[src/design/splg_pkg.sv]
// Shared types, constants and table functions of the stereo pan-law gain unit.
// Depends on nothing; every other design file refers to it by scoped names.
`default_nettype none
package splg_pkg;

  localparam int unsigned SampleBits = 24;
  localparam int unsigned GainBits   = 32;
  localparam int unsigned PanBits    = 17;
  localparam int unsigned RampBits   = 16;
  localparam int unsigned CntBits    = 5;

  localparam logic [GainBits-1:0] GainOne  = 32'h4000_0000;
  localparam logic [GainBits-1:0] GainHalf = 32'h2000_0000;
  localparam logic [63:0]         HalfPiQ32 = 64'd6746518852;

  localparam logic [1:0] LawLinear  = 2'd0;
  localparam logic [1:0] LawPower   = 2'd1;
  localparam logic [1:0] LawSqrt    = 2'd2;
  localparam logic [1:0] LawBalance = 2'd3;

  localparam logic [1:0] RegPan  = 2'd0;
  localparam logic [1:0] RegLaw  = 2'd1;
  localparam logic [1:0] RegRamp = 2'd2;

  localparam logic signed [PanBits-1:0] PanReset  = 17'sd0;
  localparam logic [1:0]                LawReset  = LawPower;
  localparam logic [RampBits-1:0]       RampReset = 16'd2400;

  typedef struct packed {
    logic signed [SampleBits-1:0] left_in;
    logic signed [SampleBits-1:0] right_in;
  } in_t;

  typedef struct packed {
    logic signed [SampleBits-1:0] left_out;
    logic signed [SampleBits-1:0] right_out;
  } out_t;

  typedef struct packed {
    logic signed [PanBits-1:0] pan;
    logic [1:0]                law;
    logic [RampBits-1:0]       ramp;
  } cfg_t;

  typedef struct packed {
    logic load_in;
    logic tgt_load;
    logic sqrt_step;
    logic tgt_sel;
    logic jump;
    logic div_load;
    logic div_step;
    logic set_step;
    logic advance;
    logic mul;
    logic out_load;
  } cmd_t;

  typedef struct packed {
    logic need_sqrt;
    logic cnt_zero;
    logic retarget;
    logic ramp_zero;
  } sts_t;

  // Truncated Taylor series of sin in unsigned Q1.30, clamped to [0, 1.0].
  function automatic logic [30:0] sine_q30(input logic [63:0] a);
    logic [63:0]        t;
    logic signed [65:0] s;
    t = a;
    s = $signed({2'b00, a});
    for (int k = 1; k <= 8; k++) begin
      t  = (t * a) >> 30;
      t  = (t * a) >> 30;
      t  = t / 64'((2 * k) * (2 * k + 1));
      if ((k & 1) != 0) begin
        s = s - $signed({2'b00, t});
      end else begin
        s = s + $signed({2'b00, t});
      end
    end
    if (s < 0) begin
      s = '0;
    end
    if (s > $signed({34'd0, GainOne})) begin
      s = $signed({34'd0, GainOne});
    end
    return s[30:0];
  endfunction

  function automatic logic [30:0] sine_entry(input int unsigned k, input int unsigned tb);
    logic [63:0] a;
    a = ((64'(k) * HalfPiQ32) >> tb) >> 2;
    return sine_q30(a);
  endfunction

endpackage
`default_nettype wire

[src/design/splg_ctrl.sv]
// Sequencing state machine of the stereo pan-law gain unit.
// Depends on splg_pkg for the command and status structs.
`default_nettype none
module splg_ctrl (
  input  wire logic          clk_i,
  input  wire logic          rst_ni,
  input  wire logic          in_valid_i,
  output logic               in_ready_o,
  output logic               out_valid_o,
  input  wire logic          out_ready_i,
  input  wire splg_pkg::sts_t sts_i,
  output splg_pkg::cmd_t     cmd_o
);

  localparam logic [3:0] StIdle = 4'd0;
  localparam logic [3:0] StTgt  = 4'd1;
  localparam logic [3:0] StSqrt = 4'd2;
  localparam logic [3:0] StSel  = 4'd3;
  localparam logic [3:0] StCmp  = 4'd4;
  localparam logic [3:0] StDiv  = 4'd5;
  localparam logic [3:0] StSet  = 4'd6;
  localparam logic [3:0] StAdv  = 4'd7;
  localparam logic [3:0] StMul  = 4'd8;
  localparam logic [3:0] StOut  = 4'd9;

  logic [3:0] state_q, state_d;
  logic       out_valid_q, out_valid_d;

  always_comb begin
    state_d    = state_q;
    cmd_o      = '0;
    in_ready_o = 1'b0;
    case (state_q)
      StIdle: begin
        in_ready_o = 1'b1;
        if (in_valid_i) begin
          cmd_o.load_in = 1'b1;
          state_d       = StTgt;
        end
      end
      StTgt: begin
        cmd_o.tgt_load = 1'b1;
        state_d        = sts_i.need_sqrt ? StSqrt : StSel;
      end
      StSqrt: begin
        cmd_o.sqrt_step = 1'b1;
        if (sts_i.cnt_zero) begin
          state_d = StSel;
        end
      end
      StSel: begin
        cmd_o.tgt_sel = 1'b1;
        state_d       = StCmp;
      end
      StCmp: begin
        if (!sts_i.retarget) begin
          state_d = StAdv;
        end else if (sts_i.ramp_zero) begin
          cmd_o.jump = 1'b1;
          state_d    = StAdv;
        end else begin
          cmd_o.div_load = 1'b1;
          state_d        = StDiv;
        end
      end
      StDiv: begin
        cmd_o.div_step = 1'b1;
        if (sts_i.cnt_zero) begin
          state_d = StSet;
        end
      end
      StSet: begin
        cmd_o.set_step = 1'b1;
        state_d        = StAdv;
      end
      StAdv: begin
        cmd_o.advance = 1'b1;
        state_d       = StMul;
      end
      StMul: begin
        cmd_o.mul = 1'b1;
        state_d   = StOut;
      end
      StOut: begin
        if (!out_valid_q || out_ready_i) begin
          cmd_o.out_load = 1'b1;
          state_d        = StIdle;
        end
      end
      default: begin
        state_d = StIdle;
      end
    endcase
  end

  always_comb begin
    out_valid_d = out_valid_q;
    if (cmd_o.out_load) begin
      out_valid_d = 1'b1;
    end else if (out_ready_i) begin
      out_valid_d = 1'b0;
    end
  end

  always_ff @(posedge clk_i or negedge rst_ni) begin
    if (!rst_ni) begin
      state_q     <= StIdle;
      out_valid_q <= 1'b0;
    end else begin
      state_q     <= state_d;
      out_valid_q <= out_valid_d;
    end
  end

  assign out_valid_o = out_valid_q;

endmodule
`default_nettype wire

[config.mk]
export PLATFORM = sky130hd
export DESIGN_NAME = splg_ctrl
export DESIGN_NICKNAME = d
export VERILOG_FILES = /design/src/design/splg_pkg.sv /design/src/design/splg_ctrl.sv
export SDC_FILE = /design/constraint.sdc
export NUM_CORES = 1
export LEC_CHECK = 0
export CAP_MARGIN = 20
export CORE_UTILIZATION = 24
export DETAILED_ROUTE_END_ITERATION = 10
export DONT_BUFFER_PORTS = 1
export PLACE_DENSITY = 0.48
export SLEW_MARGIN = 10
export SYNTH_ARGS = -nofsm -noshare
export SYNTH_HDL_FRONTEND = slang
export SYNTH_SLANG_ARGS = --single-unit
export TNS_END_PERCENT = 5
[constraint.sdc]
create_clock -name clk_i -period 3.3 [get_ports clk_i]
set_clock_uncertainty 0.1 [all_clocks]
set_input_delay 0.495 -clock clk_i [delete_from_list [all_inputs] [get_ports clk_i]]
set_output_delay 0.495 -clock clk_i [all_outputs]
set_load 0.02 [all_outputs]
==> results.ini <==
[clocking]
tritoncts=done
postCtsSetupBuffers=0
cts_buffers=3
clock_sinks=5
clk_transition_reported_paths_ps=40
cts-htree-levels=1
clock_latency_ps=230
clock_tree.root_cell=sky130_fd_sc_hd__clkbuf_4
clockBufferDepth=2

[logic_synthesis]
syn_nets=57
combinational_family_with_the_most_area_after_synthesis=simple AND/OR/NAND/NOR gates
postSynthCellCount=49
post_synthesis_mux_area_share_pct=6.02
yosysSeqAreaShare_pct=30.1
netlist_top_cells_count=sky130_fd_sc_hd__nor2_1 (7), sky130_fd_sc_hd__dfrtp_1 (5), sky130_fd_sc_hd__inv_1 (5)
netlist_area_um2=415
top_cells_by_area_in_the_synthesized_netlist=sky130_fd_sc_hd__dfrtp_1 (30%), sky130_fd_sc_hd__nor2_1 (6.3%), sky130_fd_sc_hd__o311ai_4 (6.3%)
post_synth_fa_ha_maj_area_fraction_pct=0
synth_xor_area_share_pct=2.11
most_common_cell_in_the_synthesized_netlist=sky130_fd_sc_hd__nor2_1
synthArstFlopShare_pct=100
synth_enable_flop_cells=0
synth_simple_gate_area_share_pct=38.3
yosys_most_used_dff=sky130_fd_sc_hd__dfrtp_1
synth_compound_gate_area_share_pct=13.6
syn-mean-instance-area_um2=8.48
post-synth-top-area-cell=sky130_fd_sc_hd__dfrtp_1
top_cell_type_s_share_of_synthesized_area_pct=30.1
synth.lib_cells_used.distinct=27
synth_seq_cells=5
yosysWarningCount=0

[setup_path]
path_max_fanout=13
critical_path_class=flip-flop to output port
start_kind=flip-flop
cp-end-kind=output port
crit_buf_inv=0
critical_path.cell_chain=nor4_2, and2_1
worst_ep_arrival_time_ps=1700
timing.critical_path.required_ps=2700
critical-path-max-stage-delay_ps=610
cpMaxStageDelayCell=sky130_fd_sc_hd__nor4_2
timing.critical_path.max_delay_family=simple AND/OR/NAND/NOR gates

[sta]
unrepaired_setup_endpoints_after_global_routing=false
share_of_the_clock_period_used_by_the_worst_path_after_layout_pct=69.5
worstMarginPinSlew_ps=738
timing.setup.tns_ps=0
fmax_ghz=0.436
max_slew_margin_pct=50.4
setup-violations-final=0
finalMaxSlewViolations=0
post-route-min-period_ps=2290
finalHoldViolations=0

[final_layout]
layout-drive-gt1-share_pct=13.7
diodes=0
final_cell_count_no_fill=67
finish.net_count=60
synthToLayoutAreaGrowth_pct=8.13

[routing]
route.detailed.vias_per_inst=4.93
firstDrtPassIters=7
routedWlPerCell_um=12.3
finalWirelength_um=824
detailedRoute.firstIterationViolations=9
antenna_left=0
route.detailed.drc=2
num_vias=330

[die]
floorplan.core_area_mm2=0.00156
die_footprint_mm2=0.00190
ioPinCount=21
die_x_um=43.6
overall_die_height_um=43.6
initial_core_util_pct=26.6
rows=14

[place]
post-place-cells=62
hpwl_um=652
gp_congestion=0.682
port-buffer-count=0

[status]
violations=design-rule violations
run_status=finished, violations left

[power]
design_power_total_w=0.000482
power_density_mw_per_mm2=1070
static_leakage_nw=0.192
max_vdd_drop_mv=0.305

[global_route]
wire_length_of_the_first_global_routing_pass_mm=1.34
grtUsageTotal_pct=10.1
via_count_of_the_first_global_routing_pass=316
grt-ovfl-total=0
antenna_found_initial=0
grt_max_degree=14

[flow_run]
drv_cap=0

[hold_path]
hold_path.class=input port to flip-flop

cells in the final DEF (no fill, tap or decap), drive strengths merged:
cell,n
nand2,1
nor3,3
xnor2,1
o21ai,4
mux2i,1
nor2,7
dlygate4sd3,1
and2,1
inv,5
nor4,2
or3,1
nand3b,1
and3,1
nand4b,1
nor2b,1
clkbuf,4
or3b,1
mux2,1
nand4bb,1
a21oi,2
nand2b,5
o311ai,1
dfrtp,5
cell families after synthesis:
kind of cell	count (synthesis)
flops	5
compound gates	7
simple gates	26
xor+xnor	1
buf+inv	8
mux	2
power breakdown:
part	internal (W)	switching (W)	leakage (nW)
registers	0.0000902	0.0000717	0.0627
clock network	0.0000455	0.0000220	0.0150
logic	0.000100	0.000152	0.115
flip-flops by register name (all words and copies together) (netlist names):
| register | count |
|---|---|
| state_q | 4 |
| out_valid_o | 1 |
layout make-up:
cell class | instances | area, um2
fill | 181 | 1110
tap | 16 | 20.0
clock buffer | 4 | 26.3
inverter | 5 | 18.8
multi-input combinational | 36 | 249
sequential | 5 | 125
timing repair buffer | 1 | 10.0
per-layer routing:
layer | track usage (%) | vias to the layer above | part of all wire [%]
met5 | 0 | - | 0
met1 | 11.4 | 146 | 43
li1 | - | 171 | -
met3 | 2.92 | 2 | 8.1
met2 | 14.3 | 11 | 47
met4 | 11.3 | 0 | 2.3
worst reg2reg max path, cell delays in order (launching register included):
cell and delay [ps]:
sky130_fd_sc_hd__dfrtp_1 520, sky130_fd_sc_hd__nor4_2 610, sky130_fd_sc_hd__nand2b_1 190, sky130_fd_sc_hd__o311ai_4 130, sky130_fd_sc_hd__mux2i_1 220
per-stage QoR:
step                      hold slack [ps]  utilization (%)  setup WS (ps)  area, um2
after detailed placement             99.5             26.5           1250        413
after global routing                  313             28.8            874        449
after CTS                             286             28.8            999        449
after floorplan                      99.4                -           1370        415
final                                 285             28.8           1010        449
after global placement               99.5             26.5           1250        413
repair_timing:
item / CTS / global route
resized for setup: 0 / 0
hold buffers: 1 / 0
endpoints found under the hold margin: 5 / 0
setup endpoints to repair: 0 / 0
final timing paths:
kind,slack [ps],depth (start not counted),end,startpoint
setup / recovery,1010,2,cmd_o[10],state_q[3]
hold / removal,290,1,out_valid_o,out_ready_i
setup reg to reg,1450,4,state_q[0],state_q[3]
hold reg to reg,560,2,state_q[0],state_q[0]
max in group asynchronous,2470,1,state_q[0],rst_ni
min in group asynchronous,450,1,state_q[1],rst_ni
No activity file was read; power rests on OpenSTA's default activity.
